File: config.mk
export PLATFORM = sky130hd
export DESIGN_NAME = brb_ctrl
export DESIGN_NICKNAME = d
export VERILOG_FILES = /design/src/rtl/brb_pkg.sv /design/src/rtl/brb_ctrl.sv
export SDC_FILE = /design/constraint.sdc
export NUM_CORES = 1
export LEC_CHECK = 0
export BUFFER_PORTS_ARGS = -buffer_cell sky130_fd_sc_hd__buf_2
export CAP_MARGIN = 40
export CORE_MARGIN = 4
export CORE_UTILIZATION = 30
export DETAILED_ROUTE_END_ITERATION = 10
export GPL_ROUTABILITY_DRIVEN = 0
export GPL_TIMING_DRIVEN = 0
export SLEW_MARGIN = 20
export SYNTH_ARGS = -nofsm -noshare
export SYNTH_HDL_FRONTEND = slang
export SYNTH_SLANG_ARGS = --single-unit
File: constraint.sdc
create_clock -name clk -period 7.23 [get_ports clk]
set_input_delay 1.446 -clock clk [delete_from_list [all_inputs] [get_ports clk]]
set_output_delay 1.446 -clock clk [all_outputs]
set_load 0.01 [all_outputs]
File: src/rtl/brb_pkg.sv
// ---------------------------------------------------------------------------
// brb_pkg
// Shared constants, codes and types of the byte ring buffer.
// ---------------------------------------------------------------------------
package brb_pkg;

  localparam int BRB_DEPTH      = 1024;
  localparam int BRB_MAX_BYTES  = 8;
  localparam int BRB_RESET_SIZE = 1024;
  localparam int BRB_MAX_SIZE   = 2047;
  localparam int BRB_MIN_SIZE   = 2;

  localparam int KINDW = 3;
  localparam int CNTW  = 10;
  localparam int SZW   = 11;
  localparam int DATAW = 64;
  localparam int BYTEW = 8;
  localparam int LANES = 8;
  localparam int LBW   = 3;
  localparam int NW    = 4;
  localparam int STW   = 2;
  localparam int OUTW  = 10;

  localparam int IN_BITS   = CNTW + DATAW;
  localparam int S_TDATA_W = ((IN_BITS + 7) / 8) * 8;
  localparam int OUT_BITS  = STW + DATAW + 6 * OUTW;
  localparam int M_TDATA_W = ((OUT_BITS + 7) / 8) * 8;

  localparam logic [KINDW-1:0] KIND_ENQ  = 3'd0;
  localparam logic [KINDW-1:0] KIND_DEQ  = 3'd1;
  localparam logic [KINDW-1:0] KIND_PEEK = 3'd2;
  localparam logic [KINDW-1:0] KIND_SKIP = 3'd3;
  localparam logic [KINDW-1:0] KIND_ADV  = 3'd4;
  localparam logic [KINDW-1:0] KIND_CLR  = 3'd5;

  localparam logic [STW-1:0] ST_OK      = 2'd0;
  localparam logic [STW-1:0] ST_NOSPACE = 2'd1;
  localparam logic [STW-1:0] ST_NODATA  = 2'd2;
  localparam logic [STW-1:0] ST_BADCNT  = 2'd3;

  typedef struct packed {
    logic           wr;
    logic           rd;
    logic [SZW-1:0] base;
    logic [NW-1:0]  n;
  } brb_op_t;

  typedef struct packed {
    logic [SZW-1:0] size;
    logic [SZW-1:0] used;
    logic [SZW-1:0] free;
  } brb_state_t;

  typedef struct packed {
    logic [OUTW-1:0] used;
    logic [OUTW-1:0] free;
    logic [OUTW-1:0] contig_read;
    logic [OUTW-1:0] contig_write;
    logic [OUTW-1:0] read_position;
    logic [OUTW-1:0] write_position;
  } brb_cnt_t;

  function automatic int brb_slots(int depth);
    return (depth < BRB_MAX_SIZE) ? depth : BRB_MAX_SIZE;
  endfunction

endpackage

File: src/rtl/brb_ctrl.sv
// ---------------------------------------------------------------------------
// brb_ctrl
// Pointer state, request checks and the counts reported with each result.
// ---------------------------------------------------------------------------
module brb_ctrl
  import brb_pkg::*;
#(
  parameter int DEPTH     = BRB_DEPTH,
  parameter int MAX_BYTES = BRB_MAX_BYTES
) (
  input  logic             clk,
  input  logic             rst,
  input  logic             go,
  input  logic [KINDW-1:0] kind,
  input  logic [CNTW-1:0]  count,
  input  logic             cfg_we,
  input  logic [SZW-1:0]   cfg_data,
  output brb_op_t          op,
  output logic [STW-1:0]   status_next,
  output brb_state_t       st,
  output brb_cnt_t         cnt
);

  localparam int MAXS = brb_slots(DEPTH);
  localparam int PW   = $clog2(MAXS);
  localparam int RSTS = (MAXS < BRB_RESET_SIZE) ? MAXS : BRB_RESET_SIZE;

  logic [PW-1:0]  rp, wp, rp_next, wp_next, rp_adv, wp_adv;
  logic [SZW-1:0] size, used, free, used_next, free_next;
  logic [SZW-1:0] cnt_x, cfg_size, room_r, room_w;
  logic [SZW:0]   rp_sum, wp_sum;
  logic           big, short_free, short_data;

  assign cnt_x      = SZW'(count);
  assign big        = count > CNTW'(MAX_BYTES);
  assign short_free = cnt_x > free;
  assign short_data = cnt_x > used;

  assign rp_sum = (SZW+1)'(rp) + (SZW+1)'(cnt_x);
  assign wp_sum = (SZW+1)'(wp) + (SZW+1)'(cnt_x);
  assign rp_adv = (rp_sum >= (SZW+1)'(size)) ? PW'(rp_sum - (SZW+1)'(size)) : PW'(rp_sum);
  assign wp_adv = (wp_sum >= (SZW+1)'(size)) ? PW'(wp_sum - (SZW+1)'(size)) : PW'(wp_sum);

  assign cfg_size = (cfg_data < SZW'(BRB_MIN_SIZE)) ? SZW'(BRB_MIN_SIZE) :
                    (cfg_data > SZW'(MAXS))         ? SZW'(MAXS) : cfg_data;

  always_comb begin
    status_next = ST_OK;
    op.wr       = 1'b0;
    op.rd       = 1'b0;
    rp_next     = rp;
    wp_next     = wp;
    used_next   = used;
    free_next   = free;
    case (kind)
      KIND_ENQ, KIND_ADV: begin
        if (kind == KIND_ENQ && big) begin
          status_next = ST_BADCNT;
        end else if (short_free) begin
          status_next = ST_NOSPACE;
        end else begin
          op.wr     = (kind == KIND_ENQ);
          wp_next   = wp_adv;
          used_next = used + cnt_x;
          free_next = free - cnt_x;
        end
      end
      KIND_DEQ, KIND_PEEK, KIND_SKIP: begin
        if (kind != KIND_SKIP && big) begin
          status_next = ST_BADCNT;
        end else if (short_data) begin
          status_next = ST_NODATA;
        end else begin
          op.rd = (kind != KIND_SKIP);
          if (kind != KIND_PEEK) begin
            rp_next   = rp_adv;
            used_next = used - cnt_x;
            free_next = free + cnt_x;
          end
        end
      end
      KIND_CLR: begin
        rp_next   = '0;
        wp_next   = '0;
        used_next = '0;
        free_next = size - SZW'(1);
      end
      default: begin
        status_next = ST_BADCNT;
      end
    endcase
    op.base = op.wr ? SZW'(wp) : SZW'(rp);
    op.n    = count[NW-1:0];
  end

  always_ff @(posedge clk) begin
    if (rst) begin
      size <= SZW'(RSTS);
      rp   <= '0;
      wp   <= '0;
      used <= '0;
      free <= SZW'(RSTS - 1);
    end else if (cfg_we) begin
      size <= cfg_size;
      rp   <= '0;
      wp   <= '0;
      used <= '0;
      free <= cfg_size - SZW'(1);
    end else if (go) begin
      rp   <= rp_next;
      wp   <= wp_next;
      used <= used_next;
      free <= free_next;
    end
  end

  // room up to the end of the store from the slot after each pointer
  assign room_r = (SZW'(rp) == size - SZW'(1)) ? size : size - SZW'(1) - SZW'(rp);
  assign room_w = (SZW'(wp) == size - SZW'(1)) ? size : size - SZW'(1) - SZW'(wp);

  assign st.size = size;
  assign st.used = used;
  assign st.free = free;

  assign cnt.used           = OUTW'(used);
  assign cnt.free           = OUTW'(free);
  assign cnt.contig_read    = OUTW'((used < room_r) ? used : room_r);
  assign cnt.contig_write   = OUTW'((free < room_w) ? free : room_w);
  assign cnt.read_position  = OUTW'(rp);
  assign cnt.write_position = OUTW'(wp);

endmodule

==> impl_metrics.tcl <==
set metrics [dict create \
    timing.fmax_mhz 144 \
    place.detailed.hpwl_microns 27200 \
    dp_slack_ns 0.212 \
    ios 140 \
    path_clk_slew_ns 0.08 \
    core_area_sq_um 28000 \
    die_x_microns 177 \
    syn_area_per_cell_sq_um 7.35 \
    yosys_warnings 0 \
    insertion_delay_ns 0.32 \
    cts_htree_levels 2 \
    clock-sinks 53 \
    synth_cell_types 82 \
    port_buffers 134 \
    drive_gt1_share_pct 17.4 \
    tightest_slew_ns 0.930 \
    diodes 0 \
    ir_drop_v 0.0000914 \
    route.detailed.drc 0 \
    synth-seq-area-share_pct 12.4 \
    start_util_pct 30.6 \
    cts_buffers 5 \
    status "completed" \
    power_density_nw_per_um2 140 \
    grt_pass1_wl_microns 51000 \
    antenna_left 0 \
    nFillCells 3054 \
    grt_overflow 0 \
    syn_nets 1329 \
    async_flop_share_pct 0 \
    dr.pass1.iters 7 \
    multi_input_area_sq_um 6830 \
    drt_wl_total_microns 33900 \
    seq_area_sq_um 1060 \
    crit_type "reg2out" \
    dp.cells 1680 \
    nNetsFinal 1471 \
    fin_crit_ns 6.96 \
    place_area_sq_um 9740 \
    slowest_delay_ns 0.46 \
    ys.flop_type "dfxtp_1" \
    maxCapViolations 0 \
    worstSetupStartpointType "flip-flop" \
    crit_slowest_cell "a31oi_1" \
    critPathMostFrequentCell "ha_1" \
    ctsHoldBuffers 0 \
    area_growth_pct 15.9 \
    grt_max_degree 19 \
    crit_family "compound AO/OA/AOI/OAI gates" \
    synth_edf_count 0 \
    hold_violations 0 \
    syn_area_sq_um 8580 \
    worstPathCellList "inv_1 > ha_1 > nor2b_1 > nand4_1 > xnor2_2 > ha_1 > nand4_1 > nor3_2 > nand3_1 > clkbuf_1 > a31oi_1 > ha_1 > a21o_1 > a21oi_1 > nor2_1 > a2111oi_0 > o21ai_1 > buf_6 > mux2_1 > buf_2" \
    final_area_sq_um 9940 \
    finalClockSkew_ns 0.0107 \
    viasPerCell 5.67 \
    cts_tree "built" \
    finalCritPeriodShare_pct 96.2 \
    grt_use_total_pct 20.7 \
    num_rows 61 \
    power.leakage_uw 0.00456 \
    via_count 9570 \
    required_ns 5.78 \
    critPathArrivalTime_ns 5.51 \
    detail_route.iter0.violations 820 \
    postLayoutSetupSlackWorst_ns 0.272 \
    slew_headroom_pct 36.4 \
    wl_per_cell_microns 20.1 \
    root_buffer "clkbuf_16" \
    grt_pass1_vias 8908 \
    antenna_found_initial 0 \
    dieArea_sq_um 31400 \
    end_kind "output port" \
    min_path_type "reg2reg" \
    die_h_microns 177 \
    crit_fanout 10 \
    cts.path.max_buffers 2 \
    ys_ff_latch 53 \
    instances_no_fill 1688 \
    cp.buffers_inverters 4 \
    slew_viol_final 0 \
    setup_viol 0 \
    netlist_instances 1167 \
]
[routing by layer]
| metal | global-route usage (%) | routed length (microns) |
|---|---|---|
| met5 | 0 | 0 |
| met4 | 6.61 | 928 |
| met3 | 2.65 | 2430 |
| met2 | 33.7 | 15500 |
| met1 | 28.5 | 15100 |
[flip-flops by register name, summed over array words and instances (netlist names)]
signal	cells
free	11
size	11
wp	10
rp	10
used	11
[area by class of cell]
| cell class | instances | share of cell area [%] |
|---|---|---|
| sequential | 53 | 10.7 |
| multi-input combinational | 949 | 68.7 |
| clock inverter | 3 | 0.252 |
| tap | 378 | 4.76 |
| inverter | 104 | 3.93 |
| clock buffer | 5 | 1.26 |
| timing repair buffer | 135 | 6.86 |
| buffer | 61 | 3.54 |
[cell usage in the layout, fill, tap and decap left out, types with 11 or more instances in the layout]
| master | synthesis | routed |
|---|---|---|
| buf_2 | 8 | 142 |
| ha_1 | 124 | 124 |
| nor2_1 | 110 | 110 |
| inv_1 | 104 | 104 |
| a21oi_1 | 93 | 92 |
| nand2_1 | 86 | 86 |
| o21ai_0 | 74 | 74 |
| dfxtp_1 | 53 | 51 |
| mux2i_1 | 39 | 39 |
| xnor2_1 | 34 | 32 |
| nor3_1 | 34 | 31 |
| buf_4 | 26 | 26 |
| clkbuf_1 | 22 | 22 |
| nor2b_1 | 21 | 21 |
| nand2b_1 | 21 | 21 |
| nand3_1 | 19 | 19 |
| a21o_1 | 19 | 19 |
| nand4_1 | 15 | 15 |
| or3_1 | 13 | 13 |
| o21a_1 | 12 | 12 |
| a31oi_1 | 12 | 11 |
| a211oi_1 | 11 | 11 |
| o22ai_1 | 11 | 11 |
| mux2_2 | 11 | 11 |
| a22oi_1 | 11 | 11 |
[logic make-up (layout without fill, tap and decap cells)]
family | after synthesis | after routing | share of synthesized area [%]
multiplexers | 51 | 51 | 6.12
XOR/XNOR | 41 | 41 | 4.18
flip-flops | 53 | 53 | 12.4
AO/OA/AOI/OAI | 360 | 360 | 27.9
AND/OR/NAND/NOR | 362 | 362 | 20.4
buffers and inverters | 165 | 308 | 8.65
other | 1 | 1 | 0.0437
adder cells (fa/ha/maj) | 134 | 134 | 20.4
[cells in the mapped netlist (all sizes together), types with 7 or more instances]
master / n / area share (%)
nand4: 15 / 1.1
nor2b: 21 / 1.5
xnor2: 34 / 3.5
inv: 104 / 4.5
o22ai: 11 / 0.80
or2: 10 / 0.73
o221ai: 10 / 1.0
a21o: 19 / 1.7
o31ai: 11 / 1.1
o21bai: 10 / 0.87
mux2: 12 / 1.6
a22oi: 11 / 0.96
ha: 124 / 18
nand2: 86 / 3.8
a21oi: 93 / 5.4
nor3: 35 / 2.1
nor2: 111 / 4.9
o41ai: 8 / 0.90
mux2i: 39 / 4.5
o21a: 12 / 1.0
nor4: 10 / 0.73
or3: 13 / 0.95
a31oi: 12 / 0.87
o21ai: 81 / 4.8
xor2: 7 / 0.71
nand3: 20 / 1.2
nand2b: 21 / 1.5
buf: 39 / 3.1
clkbuf: 22 / 0.96
a211oi: 11 / 0.96
a221o: 8 / 0.93
dfxtp: 53 / 12
fa: 10 / 2.3
[power by group]
| part | internal, uW | total, uW | switching, uW |
|---|---|---|---|
| Combinational | 325 | 805 | 480 |
| Clock | 131 | 264 | 133 |
| Sequential | 301 | 328 | 27.1 |
[worst register-to-register path, delay by kind of cell, from the launching register on]
family / cells / cell delay, ns
AO/OA/AOI/OAI: 10 / 2.24
adder cells (fa/ha/maj): 2 / 0.72
buffers and inverters: 2 / 0.57
flip-flops: 1 / 0.53
multiplexers: 1 / 0.25
AND/OR/NAND/NOR: 1 / 0.12
[final timing paths]
| check | slack (ns) | depth (start not counted) | from | end |
|---|---|---|---|---|
| max | 0.27 | 20 | size[1]$_SDFFE_PP0P_ | cnt[20] |
| min | 0.52 | 2 | rp[5]$_SDFFE_PP0P_ | rp[5]$_SDFFE_PP0P_ |
| min reg2reg | 0.52 | 2 | rp[5]$_SDFFE_PP0P_ | rp[5]$_SDFFE_PP0P_ |
| max reg2reg | 2.69 | 16 | rp[1]$_SDFFE_PP0P_ | rp[6]$_SDFFE_PP0P_ |
[metrics by stage]
| step | TNS [ns] | hold slack, ns | total power (uW) | util [%] |
|---|---|---|---|---|
| 4_1_cts | 0 | 0.515 | 1380 | 35.3 |
| 5_1_grt | -0.00849 | 0.538 | 1490 | 35.5 |
| 6_report | 0 | 0.515 | 1400 | 35.5 |
| 2_1_floorplan | 0 | 0.510 | 881 | - |
| 3_3_place_gp | 0 | 0.490 | 1110 | 34.7 |
| 3_5_place_dp | 0 | 0.499 | 1120 | 34.8 |
[repair_timing]
action,CTS,global route
pin swaps,0,0
gates resized for setup,2,8
setup endpoints to repair,13,20
setup buffers,0,0
Power figures use the tool's default switching activity.
